--- src/rtl/avd_pkg.sv ---
package avd_pkg;

  localparam int unsigned AVD_CORDIC_STAGES = 16;
  localparam int unsigned AVD_SPEED_FRAC_BITS = 3;
  localparam int unsigned AVD_ATAN_LEN = 24;

  localparam int unsigned AVD_MSG_W = 56;
  localparam int unsigned AVD_VEL_W = 13;
  localparam int unsigned AVD_RATE_W = 16;
  localparam int unsigned AVD_SPEED_W = 16;
  localparam int unsigned AVD_ANGLE_W = 16;
  localparam int unsigned AVD_ACC_W = 32;
  localparam int unsigned AVD_FRAC_W = 16;

  localparam logic [2:0] AVD_SUB_SUBSONIC = 3'd1;
  localparam logic [2:0] AVD_SUB_SUPERSONIC = 3'd2;

  localparam logic [15:0] AVD_INV_GAIN = 16'd39797;
  localparam int unsigned AVD_PROD_W = AVD_ACC_W - 1 + 16;

  localparam logic [AVD_ACC_W-1:0] AVD_HALF_TURN = 32'h8000_0000;

  // atan(2^-i) in units of 2^-32 turn
  localparam logic [AVD_ACC_W-1:0] AVD_ATAN [AVD_ATAN_LEN] = '{
    32'h20000000, 32'h12E4051E, 32'h09FB385B, 32'h051111D4,
    32'h028B0D43, 32'h0145D7E1, 32'h00A2F61E, 32'h00517C55,
    32'h0028BE53, 32'h00145F2F, 32'h000A2F98, 32'h000517CC,
    32'h00028BE6, 32'h000145F3, 32'h0000A2FA, 32'h0000517D,
    32'h000028BE, 32'h0000145F, 32'h00000A30, 32'h00000518,
    32'h0000028C, 32'h00000146, 32'h000000A3, 32'h00000051
  };

  typedef struct packed {
    logic                         ok;
    logic                         nz;
    logic signed [AVD_VEL_W-1:0]  east;
    logic signed [AVD_VEL_W-1:0]  north;
    logic signed [AVD_RATE_W-1:0] climb;
    logic signed [AVD_ACC_W-1:0]  x;
    logic signed [AVD_ACC_W-1:0]  y;
    logic [AVD_ACC_W-1:0]         ang;
  } avd_stage_t;

endpackage

--- src/rtl/avd_scale.sv ---
module avd_scale import avd_pkg::*; #(
  parameter int unsigned SPEED_FRAC_BITS = AVD_SPEED_FRAC_BITS
) (
  input  logic                         clk_i,
  input  logic                         rst_ni,
  input  logic                         vld_i,
  input  avd_stage_t                   stg_i,
  output logic                         done_o,
  output logic                         ok_o,
  output logic signed [AVD_VEL_W-1:0]  east_o,
  output logic signed [AVD_VEL_W-1:0]  north_o,
  output logic [AVD_SPEED_W-1:0]       speed_o,
  output logic [AVD_ANGLE_W-1:0]       angle_o,
  output logic signed [AVD_RATE_W-1:0] climb_o
);

  localparam int unsigned SUM_W = AVD_PROD_W + 1;
  localparam int unsigned SHIFT = AVD_ACC_W - SPEED_FRAC_BITS;
  localparam logic [SUM_W-1:0] ROUND = SUM_W'(1) << (SHIFT - 1);
  localparam logic [SUM_W-1:0] SAT = SUM_W'({AVD_SPEED_W{1'b1}});

  logic                         vld_q;
  logic                         ok_q;
  logic                         nz_q;
  logic signed [AVD_VEL_W-1:0]  east_q;
  logic signed [AVD_VEL_W-1:0]  north_q;
  logic signed [AVD_RATE_W-1:0] climb_q;
  logic [AVD_ACC_W-1:0]         ang_q;
  logic [AVD_PROD_W-1:0]        prod_d;
  logic [AVD_PROD_W-1:0]        prod_q;
  logic [SUM_W-1:0]             sum;
  logic [SUM_W-1:0]             spd;
  logic [AVD_ACC_W-1:0]         ang_rnd;

  logic                         done_q;
  logic                         okr_q;
  logic signed [AVD_VEL_W-1:0]  eastr_q;
  logic signed [AVD_VEL_W-1:0]  northr_q;
  logic signed [AVD_RATE_W-1:0] climbr_q;
  logic [AVD_SPEED_W-1:0]       speed_d;
  logic [AVD_SPEED_W-1:0]       speed_q;
  logic [AVD_ANGLE_W-1:0]       angle_d;
  logic [AVD_ANGLE_W-1:0]       angle_q;

  // x is never negative after the fold
  assign prod_d = AVD_PROD_W'(stg_i.x[AVD_ACC_W-2:0]) * AVD_PROD_W'(AVD_INV_GAIN);

  always_comb begin
    sum     = SUM_W'(prod_q) + ROUND;
    spd     = sum >> SHIFT;
    ang_rnd = ang_q + 32'h0000_8000;
    speed_d = (spd > SAT) ? {AVD_SPEED_W{1'b1}} : spd[AVD_SPEED_W-1:0];
    angle_d = ang_rnd[AVD_ACC_W-1 -: AVD_ANGLE_W];
    if (!nz_q) begin
      speed_d = '0;
      angle_d = '0;
    end
  end

  always_ff @(posedge clk_i or negedge rst_ni) begin
    if (!rst_ni) begin
      vld_q  <= 1'b0;
      done_q <= 1'b0;
    end else begin
      vld_q  <= vld_i;
      done_q <= vld_q;
    end
  end

  always_ff @(posedge clk_i) begin
    ok_q     <= stg_i.ok;
    nz_q     <= stg_i.nz;
    east_q   <= stg_i.east;
    north_q  <= stg_i.north;
    climb_q  <= stg_i.climb;
    ang_q    <= stg_i.ang;
    prod_q   <= prod_d;
    okr_q    <= ok_q;
    eastr_q  <= east_q;
    northr_q <= north_q;
    climbr_q <= climb_q;
    speed_q  <= speed_d;
    angle_q  <= angle_d;
  end

  assign done_o  = done_q;
  assign ok_o    = okr_q;
  assign east_o  = eastr_q;
  assign north_o = northr_q;
  assign speed_o = speed_q;
  assign angle_o = angle_q;
  assign climb_o = climbr_q;

endmodule

--- config.mk ---
export PLATFORM = sky130hd
export DESIGN_NAME = avd_scale
export DESIGN_NICKNAME = d
export VERILOG_FILES = /design/src/rtl/avd_pkg.sv /design/src/rtl/avd_scale.sv
export SDC_FILE = /design/constraint.sdc
export NUM_CORES = 1
export LEC_CHECK = 0
export BUFFER_PORTS_ARGS = -buffer_cell sky130_fd_sc_hd__clkbuf_2
export CAP_MARGIN = 30
export CELL_PAD_IN_SITES_DETAIL_PLACEMENT = 0
export CELL_PAD_IN_SITES_GLOBAL_PLACEMENT = 1
export CORE_ASPECT_RATIO = 1.4
export CORE_MARGIN = 5
export CORE_UTILIZATION = 27
export CTS_BUF_LIST = sky130_fd_sc_hd__clkbuf_4 sky130_fd_sc_hd__clkbuf_8 sky130_fd_sc_hd__clkbuf_16
export CTS_CLUSTER_DIAMETER = 30
export DETAILED_ROUTE_END_ITERATION = 16
export PLACE_DENSITY_LB_ADDON = 0.1
export SLEW_MARGIN = 20
export SYNTH_ARGS = -nofsm -noshare
export SYNTH_HDL_FRONTEND = slang
export SYNTH_SLANG_ARGS = --single-unit
--- constraint.sdc ---
create_clock -name clk_i -period 2.7 [get_ports clk_i]
set_input_delay 0.27 -clock clk_i [delete_from_list [all_inputs] [get_ports clk_i]]
set_output_delay 0.27 -clock clk_i [all_outputs]
set_load 0.01 [all_outputs]
==> flow_metrics.py <==
metrics = {
    "run_status": {
        "run_status": "complete, but fails checks",
        "violations": "negative setup slack",
    },
    "floorplanning": {
        "die-area_um2": 53300,
        "start_util": 0.273,
        "die_w_um": 197,
        "core_area_um2": 48100,
        "chipHeight_um": 271,
        "num_rows": 95,
        "pin_count": 219,
    },
    "setup_path": {
        "path_class": "input port to register",
        "crit_chain": "clkbuf_2, clkinvlp_4, fa_1, fa_1, inv_1, fa_1, fa_1, fa_1, inv_1, fa_1, inv_2, ha_4, a21o_1, a211o_1, a41oi_2, o211a_4, a211oi_4, or3_4, o311ai_4",
        "crit_fanout": 4,
        "endpoint_kind": "register",
        "required_ps": 3030,
        "slowest_delay_ps": 510,
        "critPathBufInv": 5,
        "cp_data_arrival_time_ps": 5490,
        "cp_slowest_cell": "fa_1",
        "crit_path_start_kind": "input port",
        "cpMostUsedCell": "fa_1",
        "path_delay_family": "adder cells",
    },
    "grt": {
        "antenna_found_initial": 0,
        "grt_max_degree": 33,
        "first_global_vias": 11200,
        "overflow": 0,
        "grt_pass1_wl_um": 59700,
        "grt_use_total": 0.143,
    },
    "logic_synthesis": {
        "yosysSeqAreaShare": 0.240,
        "ys_types": 61,
        "synthFlopType": "dfxtp_1",
        "synthArstFlopShare": 0.0127,
        "ys_top_cells_by_area": "fa_1 34%, dfxtp_1 24%, ha_1 17%, inv_1 7.9%, xnor2_1 1.8%",
        "synth_warnings": 0,
        "syn_area_per_cell_um2": 11.1,
        "synth_top_area_frac": 0.338,
        "synth-seq-cells": 157,
        "synth_edf_count": 0,
        "synth_top_cell_by_area": "fa_1",
        "synthesis.nets": 1735,
        "syn_area_um2": 13200,
        "synth_cells": 1186,
    },
    "sta": {
        "setup_tns_ps": -43710,
        "fin_crit_ps": 5160,
        "finalCritPeriodShare": 1.91,
        "final-max-slew-violation-count": 0,
        "worst_slack_ps": -2460,
        "finalClockSkew_ps": 9.76,
        "timing.fmax_mhz": 194,
        "hold_slack_ps": 182,
        "finalHoldViolCount": 0,
        "setup_viol": 19,
        "worst_slew_pin_slew_ps": 507,
        "rsz0062_at_grt": "true",
        "slew_headroom": 0.662,
    },
    "detailed_routing": {
        "drc": 0,
        "via_count": 9681,
        "drtAntennaViolNets": 0,
        "drtIter0Drc": 207,
        "drt-total-wl_um": 37000,
        "drtPass1Iterations": 6,
        "avgViaCountPerCell": 4.20,
        "routedWlPerCell_um": 16.1,
    },
    "layout": {
        "drive_above_1_share": 0.340,
        "fin_nets": 2209,
        "n_antenna_cell": 0,
        "regArea_um2": 3150,
        "fill_cells": 4868,
        "syn_to_final_growth_pct": 41.2,
        "multi_input_area_um2": 9580,
    },
    "cts": {
        "numCtsBuffers": 17,
        "clock-root-buffer": "clkbuf_16",
        "clock_sinks": 157,
        "h-tree-depth": 4,
        "cts_buffer_depth": 2,
        "clk_pin_slew_ps": 70,
        "cts_tree": "built",
        "insertion_delay_ps": 430,
    },
    "place": {
        "gp_congestion": 0.806,
        "io_buffers": 170,
        "post-dp-hpwl_um": 33200,
    },
    "flow_run": {
        "maxCapViolCount": 0,
    },
    "hold_path": {
        "worstHoldPathType": "input port to asynchronous set/reset pin",
    },
}
[repair_timing]
item                                   CTS  global route
cloned                                   0             0
endpoints found under the hold margin   64             0
pin swaps                               49            53
setup endpoints to repair               19            19
hold buffers                            63             0
resized for setup                       74            47
buffers inserted                        19            15
[through the flow]
stage	util	cells	setup slack [ps]	instance area (um2)
6_report	0.386	2303	-2460	18600
5_1_grt	0.386	2303	-2620	18600
4_1_cts	0.380	2288	-2510	18300
3_5_place_dp	0.344	2174	-3130	16600
3_3_place_gp	0.344	2173	-3140	16600
2_1_floorplan	-	1186	-2540	13500
[area by class of cell]
type,count,area share
sequential,157,0.170
multi-input combinational,740,0.516
inverter,277,0.0586
clock inverter,15,0.00943
timing repair buffer,467,0.181
clock buffer,17,0.0229
tap,630,0.0424
[worst reg2reg max path: stages (launching register included)]
cell and delay, ps:
dfxtp_1 320, ha_1 220, and3_1 230, and3_1 220, nand3_1 160, nor2_1 110, nand3b_1 160, a21oi_1 320
buf_4 240, a21boi_0 100
[layer usage]
layer | GRT usage | routed length [um]
met3 | 0.0150 | 701
met2 | 0.298 | 22400
met1 | 0.153 | 13300
met5 | 0 | 0
met4 | 0.0281 | 587
[cells in the final DEF, fill, tap and decap left out, types with 23 or more instances in the layout]
cell           instances
buf_4                224
clkbuf_2             159
dfxtp_1              155
dlygate4sd3_1         63
fa_1                 211
ha_1                 163
inv_1                241
inv_2                 23
nand2_1               29
nor2_1                27
xnor2_1               24
[cells in the mapped netlist (3+ instances only)]
| library cell | instances |
|---|---|
| fa_1 | 222 |
| xor2_1 | 14 |
| o21a_1 | 4 |
| o311a_1 | 3 |
| o211ai_1 | 3 |
| or3_1 | 4 |
| nand2_1 | 33 |
| dfxtp_1 | 155 |
| a211oi_2 | 3 |
| a211o_1 | 3 |
| clkbuf_1 | 7 |
| inv_1 | 277 |
| nor2_1 | 32 |
| nor2b_1 | 8 |
| o21ai_0 | 20 |
| nor3_1 | 9 |
| ha_1 | 184 |
| xnor2_1 | 27 |
| a21boi_0 | 17 |
| a2111oi_0 | 3 |
| and3_1 | 8 |
| and2_1 | 17 |
| nand3_1 | 21 |
| a21oi_1 | 25 |
| buf_2 | 5 |
| a221oi_1 | 3 |
| a21o_1 | 12 |
| nand4_1 | 20 |
| o311ai_1 | 3 |
[cells by family after synthesis]
group | after synthesis | share of synthesized area
xor gates and xnor gates | 41 | 0.0273
muxes | 4 | 0.00323
adders and majority gates | 406 | 0.513
buffers and inverters | 289 | 0.0829
DFF | 157 | 0.240
and+or+nand+nor | 164 | 0.0649
AOI/OAI and AO/OA | 125 | 0.0692
[sequential cells by signal (all words and copies together), names as in the netlist, 16 cells and up]
name     cells
climb_q     16
angle_o     16
climb_o     16
prod_q      19
speed_o     16
ang_q       17
[final timing paths]
check	from	endpoint	slack, ps	cells past startpoint
hold reg to reg	climb_q[2]$_DFF_P_	climb_o[2]$_DFF_P_	330	0
min in group clk_i	climb_q[2]$_DFF_P_	climb_o[2]$_DFF_P_	330	0
hold / removal	rst_ni	done_o$_DFF_PN0_	180	2
setup reg to reg	prod_q[28]$_DFF_P_	speed_o[0]$_SDFF_PN0_	510	9
max in group asynchronous	rst_ni	vld_q$_DFF_PN0_	2420	2
setup / recovery	stg_i[84]	prod_q[40]$_DFF_P_	-2460	19
Power is not shown: default switching activity piles up to over one toggle a cycle in this logic, so the estimate is an artifact.
