### src/rtl/avd_pkg.sv
package avd_pkg;

  localparam int unsigned AVD_CORDIC_STAGES = 16;
  localparam int unsigned AVD_SPEED_FRAC_BITS = 3;
  localparam int unsigned AVD_ATAN_LEN = 24;

  localparam int unsigned AVD_MSG_W = 56;
  localparam int unsigned AVD_VEL_W = 13;
  localparam int unsigned AVD_RATE_W = 16;
  localparam int unsigned AVD_SPEED_W = 16;
  localparam int unsigned AVD_ANGLE_W = 16;
  localparam int unsigned AVD_ACC_W = 32;
  localparam int unsigned AVD_FRAC_W = 16;

  localparam logic [2:0] AVD_SUB_SUBSONIC = 3'd1;
  localparam logic [2:0] AVD_SUB_SUPERSONIC = 3'd2;

  localparam logic [15:0] AVD_INV_GAIN = 16'd39797;
  localparam int unsigned AVD_PROD_W = AVD_ACC_W - 1 + 16;

  localparam logic [AVD_ACC_W-1:0] AVD_HALF_TURN = 32'h8000_0000;

  // atan(2^-i) in units of 2^-32 turn
  localparam logic [AVD_ACC_W-1:0] AVD_ATAN [AVD_ATAN_LEN] = '{
    32'h20000000, 32'h12E4051E, 32'h09FB385B, 32'h051111D4,
    32'h028B0D43, 32'h0145D7E1, 32'h00A2F61E, 32'h00517C55,
    32'h0028BE53, 32'h00145F2F, 32'h000A2F98, 32'h000517CC,
    32'h00028BE6, 32'h000145F3, 32'h0000A2FA, 32'h0000517D,
    32'h000028BE, 32'h0000145F, 32'h00000A30, 32'h00000518,
    32'h0000028C, 32'h00000146, 32'h000000A3, 32'h00000051
  };

  typedef struct packed {
    logic                         ok;
    logic                         nz;
    logic signed [AVD_VEL_W-1:0]  east;
    logic signed [AVD_VEL_W-1:0]  north;
    logic signed [AVD_RATE_W-1:0] climb;
    logic signed [AVD_ACC_W-1:0]  x;
    logic signed [AVD_ACC_W-1:0]  y;
    logic [AVD_ACC_W-1:0]         ang;
  } avd_stage_t;

endpackage

### src/rtl/avd_decode.sv
module avd_decode import avd_pkg::*; (
  input  logic                 clk_i,
  input  logic                 rst_ni,
  input  logic                 vld_i,
  input  logic [AVD_MSG_W-1:0] msg_i,
  output logic                 vld_o,
  output avd_stage_t           stg_o
);

  logic [2:0]                   subtype;
  logic                         ok;
  logic                         supersonic;
  logic [9:0]                   ew_raw;
  logic [9:0]                   ns_raw;
  logic [8:0]                   vr_raw;
  logic [9:0]                   ew_mag;
  logic [9:0]                   ns_mag;
  logic [8:0]                   vr_mag;
  logic [AVD_VEL_W-1:0]         ew_scl;
  logic [AVD_VEL_W-1:0]         ns_scl;
  logic [AVD_RATE_W-1:0]        vr_scl;
  logic signed [AVD_VEL_W-1:0]  east;
  logic signed [AVD_VEL_W-1:0]  north;
  logic signed [AVD_RATE_W-1:0] climb;
  logic signed [AVD_VEL_W-1:0]  x_init;
  logic signed [AVD_VEL_W-1:0]  y_init;
  logic                         vld_q;
  avd_stage_t                   stg_d;
  avd_stage_t                   stg_q;

  always_comb begin
    subtype    = msg_i[50:48];
    ok         = (subtype == AVD_SUB_SUBSONIC) || (subtype == AVD_SUB_SUPERSONIC);
    supersonic = (subtype == AVD_SUB_SUPERSONIC);
    ew_raw     = msg_i[41:32];
    ns_raw     = msg_i[30:21];
    vr_raw     = msg_i[18:10];
    ew_mag     = (ew_raw == 10'd0) ? 10'd0 : ew_raw - 10'd1;
    ns_mag     = (ns_raw == 10'd0) ? 10'd0 : ns_raw - 10'd1;
    vr_mag     = (vr_raw == 9'd0) ? 9'd0 : vr_raw - 9'd1;
    ew_scl     = supersonic ? {1'b0, ew_mag, 2'b00} : {3'b000, ew_mag};
    ns_scl     = supersonic ? {1'b0, ns_mag, 2'b00} : {3'b000, ns_mag};
    vr_scl     = {1'b0, vr_mag, 6'b000000};
    east       = msg_i[42] ? -$signed(ew_scl) : $signed(ew_scl);
    north      = msg_i[31] ? -$signed(ns_scl) : $signed(ns_scl);
    climb      = msg_i[19] ? -$signed(vr_scl) : $signed(vr_scl);
    if (!ok) begin
      east  = '0;
      north = '0;
      climb = '0;
    end
    // fold the left half-plane over so the vector starts with x >= 0
    x_init = north[AVD_VEL_W-1] ? -north : north;
    y_init = north[AVD_VEL_W-1] ? -east : east;

    stg_d.ok    = ok;
    stg_d.nz    = (east != '0) || (north != '0);
    stg_d.east  = east;
    stg_d.north = north;
    stg_d.climb = climb;
    stg_d.x     = {{(AVD_ACC_W-AVD_VEL_W-AVD_FRAC_W){x_init[AVD_VEL_W-1]}}, x_init,
                   {AVD_FRAC_W{1'b0}}};
    stg_d.y     = {{(AVD_ACC_W-AVD_VEL_W-AVD_FRAC_W){y_init[AVD_VEL_W-1]}}, y_init,
                   {AVD_FRAC_W{1'b0}}};
    stg_d.ang   = north[AVD_VEL_W-1] ? AVD_HALF_TURN : '0;
  end

  always_ff @(posedge clk_i or negedge rst_ni) begin
    if (!rst_ni) begin
      vld_q <= 1'b0;
    end else begin
      vld_q <= vld_i;
    end
  end

  always_ff @(posedge clk_i) begin
    stg_q <= stg_d;
  end

  assign vld_o = vld_q;
  assign stg_o = stg_q;

endmodule

### config.mk
export PLATFORM = sky130hd
export DESIGN_NAME = avd_decode
export DESIGN_NICKNAME = d
export VERILOG_FILES = /design/src/rtl/avd_pkg.sv /design/src/rtl/avd_decode.sv
export SDC_FILE = /design/constraint.sdc
export NUM_CORES = 1
export LEC_CHECK = 0
export ABC_AREA = 1
export BUFFER_PORTS_ARGS = -buffer_cell sky130_fd_sc_hd__buf_4
export CELL_PAD_IN_SITES_DETAIL_PLACEMENT = 0
export CELL_PAD_IN_SITES_GLOBAL_PLACEMENT = 1
export CORE_MARGIN = 10
export CORE_UTILIZATION = 30
export CTS_CLUSTER_SIZE = 16
export DETAILED_ROUTE_END_ITERATION = 7
export PLACE_DENSITY_LB_ADDON = 0.1
export SKIP_LAST_GASP = 1
export SYNTH_ARGS = -nofsm -noshare
export SYNTH_HDL_FRONTEND = slang
export SYNTH_SLANG_ARGS = --single-unit
export TNS_END_PERCENT = 50
### constraint.sdc
create_clock -name clk_i -period 0.95 [get_ports clk_i]
set_clock_uncertainty 0.05 [all_clocks]
set_input_delay 0.0475 -clock clk_i [delete_from_list [all_inputs] [get_ports clk_i]]
set_output_delay 0.0475 -clock clk_i [all_outputs]
set_load 0.005 [all_outputs]
==> results.yml, run 1 <==
yosys:
  yosys_warnings: 0
  post_synth_num_cell_types: 38
  yosysSeqAreaShare_pct: 27.0
  syn_area_per_cell_um2: 6.58
  synth_enable_flop_cells: 0
  ys_async_sr_fraction_pct: 1.59
  synth-seq-cells: 63
  yosys_most_used_dff: "sky130_fd_sc_hd__dfxtp_1"
  post_synth_instance_area_um2: 4690
  synth_cells: 712
critical_path:
  critical_path.endpoint_type: "flop"
  timing.critical_path.from_type: "primary input"
  required_time_of_the_worst_setup_path_ns: 1.12
  path_max_fanout: 6
  worst_ep_arrival_time_ns: 2.09
  criticalPathCategory: "primary input to flop"
outcome:
  run_status: "finished with violations"
  violations: "setup timing"
finish:
  drive_above_1_share_pct: 54.8
  num_antenna_cells: 0
  fillCellCount: 1461
  flow.area_growth_from_synthesis_pct: 77.5
  postLayoutCoreUtil_pct: 54.5
  nets: 1085
place:
  dp_hpwl_mm: 12.0
  post_place_setup_slack_ns: -1.45
  finalWeightedCongestion: 0.809
  port_buffers: 109
cts:
  clk_pin_slew_worst_paths_ns: 0.05
  cts_buffer_depth: 2
  clock_tree_from_tritoncts: "yes"
  cts_root_buffer: "sky130_fd_sc_hd__clkbuf_16"
  htree_levels: 3
  clock_buffer_count_from_cts: 9
  cts_sinks: 63
pwr:
  peakVddDrop_mv: 0.916
  power_density_nw_per_um2: 1160
  pwr-share-comb_pct: 35.9
  switching_share_pct: 29.8
  p_leak_nw: 4.31
  power.switching_mw: 2.88
  power.clock.fraction_pct: 33.7
  power_frac_seq_pct: 30.4
  intPower_mw: 6.77
  finalPower_mw: 9.65
global_route:
  grt_pass1_wl_mm: 24.9
  grt.busiest_layer: "met2"
  grt_overflow_total: 0
  grt_antenna_before_repair: 0
  globalRouteMet2Util_pct: 27.8
  first_global_vias: 5455
  gr-usage-met3_pct: 3.32
  grt.met1_usage_pct: 13.8
  grt_util_all_layers_pct: 13.8
  grt_start_max_net_pins: 16
flow_run:
  max_cap_violations: 0
detailed_routing:
  detailedRoute.firstIterationViolations: 168
  avgViaCountPerCell: 4.23
  via_count: 5213
  avgRoutedWirePerCell_um: 12.3
  drt-total-wl_mm: 15.2
  drc: 0
  ant_nets_after_route: 0
  drt_first_pass_iters: 4
floorplan:
  core_area_um2: 15300
  core.rowCount: 45
  initial_core_util_pct: 30.7
  fp.dieW_um: 145
  design.die.area_um2: 21000
  pin_count: 200
  dieHeight_um: 145
sta:
  postLayoutSetupSlackWorst_ns: -0.972
  achievable-frequency_ghz: 0.520
  finalSetupTns_ns: -39.77
  report.final.slew_viol_count: 0
  grt_setup_unrepaired: "yes"
  hold_viol: 0
  post-route-min-period_ns: 1.92
  holdWs_ns: 0.0967
  final.period_utilization_pct: 202
  setup_viol: 60
hold_path:
  hold-path-cell-count: 4
  hold_path.class: "primary input to flop"
path summary, 6_finish.rpt:
check	start	to	slack, ns
min in group asynchronous	rst_ni	vld_o	0.52
worst min-delay path	msg_i[31]	stg_o[113]	0.1
max in group asynchronous	rst_ni	vld_o	0.23
worst max-delay path	msg_i[32]	stg_o[59]	-0.97
cells in the final DEF (no fill, tap or decap), types with 3 or more instances in the layout:
cell                            netlist  routed
sky130_fd_sc_hd__dfxtp_1             62      62
sky130_fd_sc_hd__o211ai_1             3       3
sky130_fd_sc_hd__nor2_1              72      43
sky130_fd_sc_hd__buf_12               0       6
sky130_fd_sc_hd__clkbuf_16            0      10
sky130_fd_sc_hd__nand2_4              2      15
sky130_fd_sc_hd__o21ai_1              4       7
sky130_fd_sc_hd__inv_1               73      52
sky130_fd_sc_hd__xnor2_1              5       4
sky130_fd_sc_hd__nor3_1               7       5
sky130_fd_sc_hd__xor2_1              18      17
sky130_fd_sc_hd__conb_1               1      69
sky130_fd_sc_hd__nand2_2             15      52
sky130_fd_sc_hd__nand2_1            170     121
sky130_fd_sc_hd__o21ai_2              2      12
sky130_fd_sc_hd__a21oi_2              0       5
sky130_fd_sc_hd__inv_4                0       4
sky130_fd_sc_hd__buf_4               78     281
sky130_fd_sc_hd__nor2_2              18      25
sky130_fd_sc_hd__nand3_1             74      42
sky130_fd_sc_hd__buf_6                6      20
sky130_fd_sc_hd__a21oi_1             16       8
sky130_fd_sc_hd__nand3_4              1       9
sky130_fd_sc_hd__nand3_2              8      32
sky130_fd_sc_hd__buf_8                0       3
sky130_fd_sc_hd__ha_4                 0       8
sky130_fd_sc_hd__o21ai_0             21       7
sky130_fd_sc_hd__nor2_4               4      26
sky130_fd_sc_hd__nand4_1             11      11
sky130_fd_sc_hd__dlygate4sd3_1        0       4
sky130_fd_sc_hd__a21oi_4              0       3
sky130_fd_sc_hd__inv_2               11      25
critical path, cell delays in order:
cell and delay [ns]:
sky130_fd_sc_hd__buf_12 0.11, sky130_fd_sc_hd__clkinv_16 0.04, sky130_fd_sc_hd__ha_4 0.13, sky130_fd_sc_hd__nand2_4 0.05, sky130_fd_sc_hd__nor2_4 0.13, sky130_fd_sc_hd__nand3_4 0.16
sky130_fd_sc_hd__nand3_4 0.12, sky130_fd_sc_hd__ha_4 0.21, sky130_fd_sc_hd__o21ai_2 0.12, sky130_fd_sc_hd__a21oi_2 0.05, sky130_fd_sc_hd__inv_2 0.08, sky130_fd_sc_hd__buf_6 0.11
sky130_fd_sc_hd__nand3_4 0.08, sky130_fd_sc_hd__nor2_4 0.12, sky130_fd_sc_hd__nand2_2 0.07, sky130_fd_sc_hd__nor2_2 0.14, sky130_fd_sc_hd__nand2_1 0.08, sky130_fd_sc_hd__nand2_2 0.09
sky130_fd_sc_hd__nand2_1 0.05, sky130_fd_sc_hd__nand2_1 0.06, sky130_fd_sc_hd__nand2_1 0.05
registers in the layout, indices dropped and copies added (netlist names):
signal and flops:
stg_o 62, vld_o 1
cell usage after synthesis, types with 2 or more instances:
| library cell | n | area, um^2 |
|---|---|---|
| sky130_fd_sc_hd__o21ai_1 | 4 | 20.0 |
| sky130_fd_sc_hd__dfxtp_1 | 62 | 1240 |
| sky130_fd_sc_hd__ha_1 | 9 | 113 |
| sky130_fd_sc_hd__clkbuf_8 | 2 | 27.5 |
| sky130_fd_sc_hd__xor2_1 | 18 | 158 |
| sky130_fd_sc_hd__a21oi_1 | 16 | 80.1 |
| sky130_fd_sc_hd__buf_4 | 78 | 586 |
| sky130_fd_sc_hd__nand2_1 | 170 | 638 |
| sky130_fd_sc_hd__o21ai_0 | 21 | 105 |
| sky130_fd_sc_hd__buf_2 | 3 | 15.0 |
| sky130_fd_sc_hd__inv_2 | 11 | 41.3 |
| sky130_fd_sc_hd__inv_1 | 73 | 274 |
| sky130_fd_sc_hd__o21ai_2 | 2 | 17.5 |
| sky130_fd_sc_hd__nor2_4 | 4 | 45.0 |
| sky130_fd_sc_hd__xnor2_1 | 5 | 43.8 |
| sky130_fd_sc_hd__buf_6 | 6 | 67.6 |
| sky130_fd_sc_hd__nand4_1 | 11 | 68.8 |
| sky130_fd_sc_hd__or2_2 | 3 | 18.8 |
| sky130_fd_sc_hd__clkbuf_1 | 2 | 7.51 |
| sky130_fd_sc_hd__nor2_1 | 72 | 270 |
| sky130_fd_sc_hd__nor2_2 | 18 | 113 |
| sky130_fd_sc_hd__o211ai_1 | 3 | 22.5 |
| sky130_fd_sc_hd__nand2_4 | 2 | 22.5 |
| sky130_fd_sc_hd__nand3_2 | 8 | 80.1 |
| sky130_fd_sc_hd__clkinv_1 | 2 | 7.51 |
| sky130_fd_sc_hd__and2_1 | 2 | 12.5 |
| sky130_fd_sc_hd__nor3_1 | 7 | 35.0 |
| sky130_fd_sc_hd__nand2_2 | 15 | 93.8 |
| sky130_fd_sc_hd__nand3_1 | 74 | 370 |
power groups by stage:
| stage | Sequential, mW | Clock (mW) | Combinational [mW] |
|---|---|---|---|
| final | 2.94 | 3.25 | 3.47 |
| after global routing | 2.96 | 3.46 | 3.81 |
| after CTS | 2.94 | 3.31 | 3.20 |
| after detailed placement | 2.99 | 0 | 2.74 |
| after global placement | 2.99 | 0 | 2.73 |
| after floorplan | 3.01 | 0 | 1.51 |
per-layer routing:
metal | routed length (um) | share of wire, %
met4 | 128 | 0.84
met3 | 557 | 3.7
met5 | 0 | 0
met1 | 5740 | 38
met2 | 8740 | 58
cell type report:
type / instances / area, um^2 / share of cell area, %
clock buffers: 12 / 256 / 3.08
clock inverters: 3 / 42.5 / 0.511
inverters: 86 / 413 / 4.96
multi-input cells: 541 / 3510 / 42.2
flip-flops and latches: 63 / 1270 / 15.2
well taps: 211 / 264 / 3.17
repair buffers: 316 / 2570 / 30.9
timing repair:
item                       CTS  global route
resized for setup          133            92
hold buffers                 4             0
buffers inserted            34            15
pin swaps                   81            58
setup endpoints to repair   61            70
cloned                       1             2
hold endpoints to repair     5             0
kinds of logic (layout without fill, tap and decap cells):
group           count (synthesis)  in the layout  share of synthesized area, %
simple gates                  391            392                          38.7
xor+xnor                       23             23                          4.30
compound gates                 48             48                          5.58
other cells                     1             69                        0.0800
buf+inv                       177            417                          21.9
fa+ha+maj                       9              9                          2.40
flops                          63             63                          27.0
through the flow:
step                      cells  area, um^2
final                      1232        8320
after global routing       1232        8320
after CTS                  1220        7890
after detailed placement   1168        6810
after global placement     1168        6810
after floorplan             780        5220
Note: power is estimated with default switching activity, not from simulation.
==> run 2, diff against run 1 <==
CORE_ASPECT_RATIO = 1.75   (was default)
HOLD_SLACK_MARGIN = 0.08   (was default)
==> run 2 against run 1 <==
The run still ends with setup timing left. Maximum frequency about the same. Sequential power hardly changed. Via count is 0.42% lower. Setup slack improved by 0.0017 ns. Largest power group unchanged. Clock power down 3%. Wire length rose by 2.1%. Critical path depth stayed put.
==> results.yml, run 2 (synthesis gave the netlist of run 1 again) <==
critical_path:
  criticalPathCategory: "primary input to flop"
  timing.critical_path.from_type: "primary input"
  critical_path_buf_inv_count: 7
  timing.critical_path.cells: "buf_12 > inv_12 > ha_4 > nand2_2 > nor2_4 > buf_4 > nand2_2 > buf_4 > nand3_1 > nand2_1 > o21ai_4 > inv_2 > nor2_2 > nand4_1 > nand2_2 > clkinv_4 > buf_12 > nand2_1 > nand2_1 > nand2_1 > nand2_1"
  critPathSlowestCell: "sky130_fd_sc_hd__buf_12"
  timing.critical_path.mode_cell: "sky130_fd_sc_hd__nand2_1"
  worstSetupStartpoint: "msg_i[22]"
  required_time_of_the_worst_setup_path_ns: 1.11
  worst_ep_arrival_time_ns: 2.08
  critical_path.endpoint_type: "flop"
  critical-path-top-delay-family: "simple AND/OR/NAND/NOR gates"
  worst_path_largest_cell_delay_ns: 0.16
  path_max_fanout: 7
detailed_routing:
  avgViaCountPerCell: 4.30
  via_count: 5191
  drc: 0
  drt_first_pass_iters: 4
  drt-total-wl_mm: 15.5
  avgRoutedWirePerCell_um: 12.8
  detailedRoute.firstIterationViolations: 153
  ant_nets_after_route: 0
hold_path:
  hold_path.class: "primary input to flop"
  timing.hold.worst.start: "msg_i[42]"
sta:
  hold_viol: 0
  finalSetupTns_ns: -41.54
  holdWs_ns: 0.0739
  final.period_utilization_pct: 202
  report.final.slew_viol_count: 0
  setup_viol: 60
  grt_setup_unrepaired: "yes"
  postLayoutSetupSlackWorst_ns: -0.970
  post-route-min-period_ns: 1.92
  achievable-frequency_ghz: 0.521
cts:
  clock_buffer_count_from_cts: 9
  clock_tree_from_tritoncts: "yes"
  cts_root_buffer: "sky130_fd_sc_hd__clkbuf_16"
  clk_pin_slew_worst_paths_ns: 0.06
  htree_levels: 3
  cts_sinks: 63
  cts_buffer_depth: 2
pwr:
  power_density_nw_per_um2: 1160
  switching_share_pct: 31.8
  finalPower_mw: 9.55
  p_leak_nw: 4.24
  power_frac_seq_pct: 30.6
  peakVddDrop_mv: 0.787
  power.clock.fraction_pct: 33.1
  intPower_mw: 6.52
  power.switching_mw: 3.03
  pwr-share-comb_pct: 36.2
finish:
  drive_above_1_share_pct: 52.5
  largest_reg_flops: 62
  ff_latch_area_um2: 1270
  flow.area_growth_from_synthesis_pct: 75.1
  multi_input_comb_area_um2: 3460
  layout_commonest_cell: "sky130_fd_sc_hd__buf_4"
  num_antenna_cells: 0
  nets: 1084
  stdcell_count: 1207
  stdcell_area_um2: 8210
  leading_cell_types_in_the_layout_fill_and_taps_excluded: "280 x sky130_fd_sc_hd__buf_4, 133 x sky130_fd_sc_hd__nand2_1, 69 x sky130_fd_sc_hd__conb_1, 62 x sky130_fd_sc_hd__dfxtp_1, 56 x sky130_fd_sc_hd__inv_1"
  fillCellCount: 1535
global_route:
  grt_antenna_before_repair: 0
  first_global_vias: 5431
  grt_overflow_total: 0
  grt_util_all_layers_pct: 14.2
  grt_pass1_wl_mm: 25.0
  grt_start_max_net_pins: 16
floorplan:
  core_area_um2: 15400
  fp.dieW_um: 114
  design.die.area_um2: 21200
  pin_count: 200
  core.rowCount: 60
  initial_core_util_pct: 30.5
  dieHeight_um: 185
place:
  placed_instance_count: 1144
  dp_hpwl_mm: 12.7
  placed_cell_area_um2: 6800
  finalWeightedCongestion: 0.885
  port_buffers: 109
outcome:
  run_status: "finished with violations"
  violations: "setup timing"
flow_run:
  max_cap_violations: 0
## run 2: changes by cell type in the layout (fill, tap and decap cells not counted), moves of 3 or more
cell | before | now
sky130_fd_sc_hd__buf_6 | 20 | 23
sky130_fd_sc_hd__inv_1 | 52 | 56
sky130_fd_sc_hd__inv_2 | 25 | 20
sky130_fd_sc_hd__nand2_1 | 121 | 133
sky130_fd_sc_hd__nand2_2 | 52 | 40
sky130_fd_sc_hd__nand3_1 | 42 | 49
sky130_fd_sc_hd__nand3_2 | 32 | 25
sky130_fd_sc_hd__nor2_4 | 26 | 29
sky130_fd_sc_hd__o21ai_2 | 12 | 8
## run 2: worst paths after layout
kind	endpoint	cells past startpoint
max in group asynchronous	vld_o	3
min in group asynchronous	vld_o	3
setup / recovery	stg_o[91]	21
hold / removal	stg_o[126]	3
## run 2: layout make-up
| type | instances | area share [%] |
|---|---|---|
| multi-input cells | 541 | 42.2 |
| repair buffers | 315 | 31.0 |
| flip-flops and latches | 63 | 15.4 |
| inverters | 86 | 5.12 |
| clock buffers | 11 | 3.08 |
| well taps | 186 | 2.84 |
| clock inverters | 5 | 0.396 |
## run 2: worst min-delay path, cell delays in order
cell and delay (ns):
sky130_fd_sc_hd__buf_4 0.08, sky130_fd_sc_hd__inv_1 0.10, sky130_fd_sc_hd__a21oi_2 0.18
## run 2: per-stage QoR
step / worst slack, ns / utilization (%)
CTS: -0.995 / 50.9
detailed placement: -1.68 / 44.2
finish: -0.970 / 53.3
global route: -1.17 / 53.3
global placement: -1.65 / 44.2
floorplan: -1.19 / -
## run 2: layer usage
layer / wire, um / GRT usage [%] / vias up
met5: 0 / 0 / -
met2: 8740 / 28.1 / 132
met1: 5340 / 13.2 / 2336
li1: - / - / 2699
met3: 1040 / 4.02 / 24
met4: 358 / 4.78 / 0
## run 2: power by group through the flow
stage / sequential [mW] / clock, mW / combinational (mW)
final: 2.93 / 3.16 / 3.46
after global routing: 2.94 / 3.36 / 3.82
after CTS: 2.93 / 3.26 / 3.24
after detailed placement: 2.98 / 0 / 2.76
after global placement: 2.98 / 0 / 2.74
after floorplan: 3.01 / 0 / 1.51
## run 2: what timing repair did
action | CTS | global route
pin swaps | 50 | 61
hold buffers | 4 | 0
endpoints found under the setup margin | 59 | 65
setup buffers | 24 | 21
resized for setup | 141 | 66
endpoints found under the hold margin | 5 | 0
gates cloned | 1 | 1
==> run 3, diff against run 2 <==
CORE_ASPECT_RATIO = 2   (was 1.75)
==> run 3 against run 2 <==
The flow still finishes with violations (setup timing). Cell area down 2.8%. Maximum frequency down 2.9%. Total power up 5.0%. Worst hold slack better by 0.0098 ns. Die area up 0.50%. Critical path type unchanged. Critical endpoint is now stg_o[88].
==> results.yml, run 3 (synthesis gave the netlist of run 1 again) <==
finish:
  layout_commonest_cell: "sky130_fd_sc_hd__buf_4"
  drive_above_1_share_pct: 49.9
  leading_cell_types_in_the_layout_fill_and_taps_excluded: "283 x sky130_fd_sc_hd__buf_4, 136 x sky130_fd_sc_hd__nand2_1, 69 x sky130_fd_sc_hd__conb_1, 62 x sky130_fd_sc_hd__dfxtp_1, 56 x sky130_fd_sc_hd__inv_1"
  flow.area_growth_from_synthesis_pct: 70.3
  largest_reg_flops: 62
  stdcell_area_um2: 7980
  postLayoutCoreUtil_pct: 52.2
  nets: 1071
  num_antenna_cells: 0
pwr:
  p_leak_nw: 4.14
  peakVddDrop_mv: 0.939
  finalPower_mw: 10.0
  power_density_nw_per_um2: 1260
floorplan:
  core_area_um2: 15300
  pin_count: 200
  core.rowCount: 64
  fp.dieW_um: 108
  initial_core_util_pct: 30.6
  design.die.area_um2: 21300
  dieHeight_um: 197
global_route:
  first_global_vias: 5464
  grt_util_all_layers_pct: 14.6
  grt_overflow_total: 0
  grt_pass1_wl_mm: 25.2
  grt_start_max_net_pins: 19
  grt_antenna_before_repair: 0
critical_path:
  worstSetupStartpoint: "msg_i[22]"
  required_time_of_the_worst_setup_path_ns: 1.16
  worst_ep_arrival_time_ns: 2.19
  timing.critical_path.from_type: "primary input"
  path_max_fanout: 7
  critical_path.endpoint_type: "flop"
  criticalPathCategory: "primary input to flop"
hold_path:
  hold_path.class: "primary input to flop"
  timing.hold.worst.start: "msg_i[42]"
sta:
  achievable-frequency_ghz: 0.506
  slew_headroom_pct: 65.5
  report.final.slew_viol_count: 0
  hold_viol: 0
  postLayoutSetupSlackWorst_ns: -1.03
  post-route-min-period_ns: 1.98
  finalSetupTns_ns: -44.20
  holdWs_ns: 0.0836
  setup_viol: 60
  grt_setup_unrepaired: "yes"
  final.period_utilization_pct: 208
  worst_pin_slew_ns: 0.513
detailed_routing:
  via_count: 5148
  avgRoutedWirePerCell_um: 12.8
  avgViaCountPerCell: 4.27
  drc: 0
  drt-total-wl_mm: 15.5
  detailedRoute.firstIterationViolations: 98
  ant_nets_after_route: 0
  drt_first_pass_iters: 4
cts:
  clock_buffer_count_from_cts: 9
  clk_pin_slew_worst_paths_ns: 0.06
  htree_levels: 3
  cts_sinks: 63
  cts_root_buffer: "sky130_fd_sc_hd__clkbuf_16"
  cts_buffer_depth: 2
  clock_tree_from_tritoncts: "yes"
flow_run:
  max_cap_violations: 0
place:
  dp_hpwl_mm: 13.0
  finalWeightedCongestion: 0.872
  port_buffers: 109
  placed_cell_area_um2: 6780
outcome:
  violations: "setup timing"
  run_status: "finished with violations"
[run 3: cell count changes in the layout (fill, tap and decap cells not counted), sizes merged]
| cell | change |
|---|---|
| nand2 | -1 |
| inv | +1 |
| clkinv | -2 |
| bufinv | +3 |
| clkbuf | -1 |
| buf | -12 |
| clkinvlp | -1 |
[run 3: cell type report]
class                   instances  area, um^2
clock buffers                  10         229
clock inverters                 6         110
fillers                      1499        7310
inverters                      86         420
multi-input cells             540        3310
flip-flops and latches         63        1270
well taps                     198         248
repair buffers                303        2400
[run 3: repair_timing]
action	4_1_cts	5_1_grt
hold endpoints to repair	5	0
hold buffers	4	0
pin swaps	41	42
setup buffers	24	9
setup endpoints to repair	64	70
gates cloned	0	0
resized for setup	94	71
[run 3: worst paths after layout]
path / end / slack, ns / depth (start not counted)
worst max-delay path: stg_o[88] / -1.03 / 23
worst min-delay path: stg_o[126] / 0.08 / 3
max in group asynchronous: vld_o / 0.24 / 3
min in group asynchronous: vld_o / 0.51 / 3
[run 3: critical path: stages]
cell	delay [ns]
sky130_fd_sc_hd__buf_12	0.11
sky130_fd_sc_hd__inv_12	0.05
sky130_fd_sc_hd__ha_4	0.13
sky130_fd_sc_hd__buf_6	0.10
sky130_fd_sc_hd__nand2_4	0.05
sky130_fd_sc_hd__nor2_4	0.11
sky130_fd_sc_hd__nand2_4	0.10
sky130_fd_sc_hd__buf_6	0.13
sky130_fd_sc_hd__nand3_4	0.06
sky130_fd_sc_hd__ha_4	0.16
sky130_fd_sc_hd__nand2_4	0.05
sky130_fd_sc_hd__nor2_4	0.17
sky130_fd_sc_hd__nand3_2	0.11
sky130_fd_sc_hd__nand2_1	0.08
sky130_fd_sc_hd__nand2_1	0.06
sky130_fd_sc_hd__nand3_2	0.07
sky130_fd_sc_hd__nand2_2	0.07
sky130_fd_sc_hd__inv_2	0.06
sky130_fd_sc_hd__nand2_2	0.07
sky130_fd_sc_hd__buf_4	0.13
sky130_fd_sc_hd__buf_4	0.12
sky130_fd_sc_hd__nand2_2	0.05
sky130_fd_sc_hd__xnor2_1	0.10
[run 3: report_power, final]
| group | internal [mW] | leakage, nW | switching, mW | total, mW |
|---|---|---|---|---|
| Sequential | 2.86 | 0.522 | 0.0608 | 2.92 |
| Combinational | 1.64 | 3.46 | 1.64 | 3.28 |
| Clock | 2.56 | 0.159 | 1.26 | 3.82 |
| Total | 7.06 | 4.14 | 2.96 | 10.0 |
[run 3: metal layers]
metal / vias up / global-route usage, % / wire length [um] / share of wire, %
li1: 2672 / - / - / -
met1: 2296 / 12.9 / 5050 / 33
met2: 145 / 28.4 / 8800 / 57
met3: 35 / 3.95 / 985 / 6.4
met4: 0 / 7.12 / 642 / 4.1
met5: - / 0 / 0 / 0
[run 3: stage by stage]
| stage | cells | worst slack [ns] |
|---|---|---|
| 3_3_place_gp | 1155 | -1.68 |
| 6_report | 1206 | -1.03 |
| 4_1_cts | 1198 | -1.01 |
| 3_5_place_dp | 1155 | -1.83 |
| 5_1_grt | 1206 | -1.20 |
| 2_1_floorplan | 780 | -1.19 |
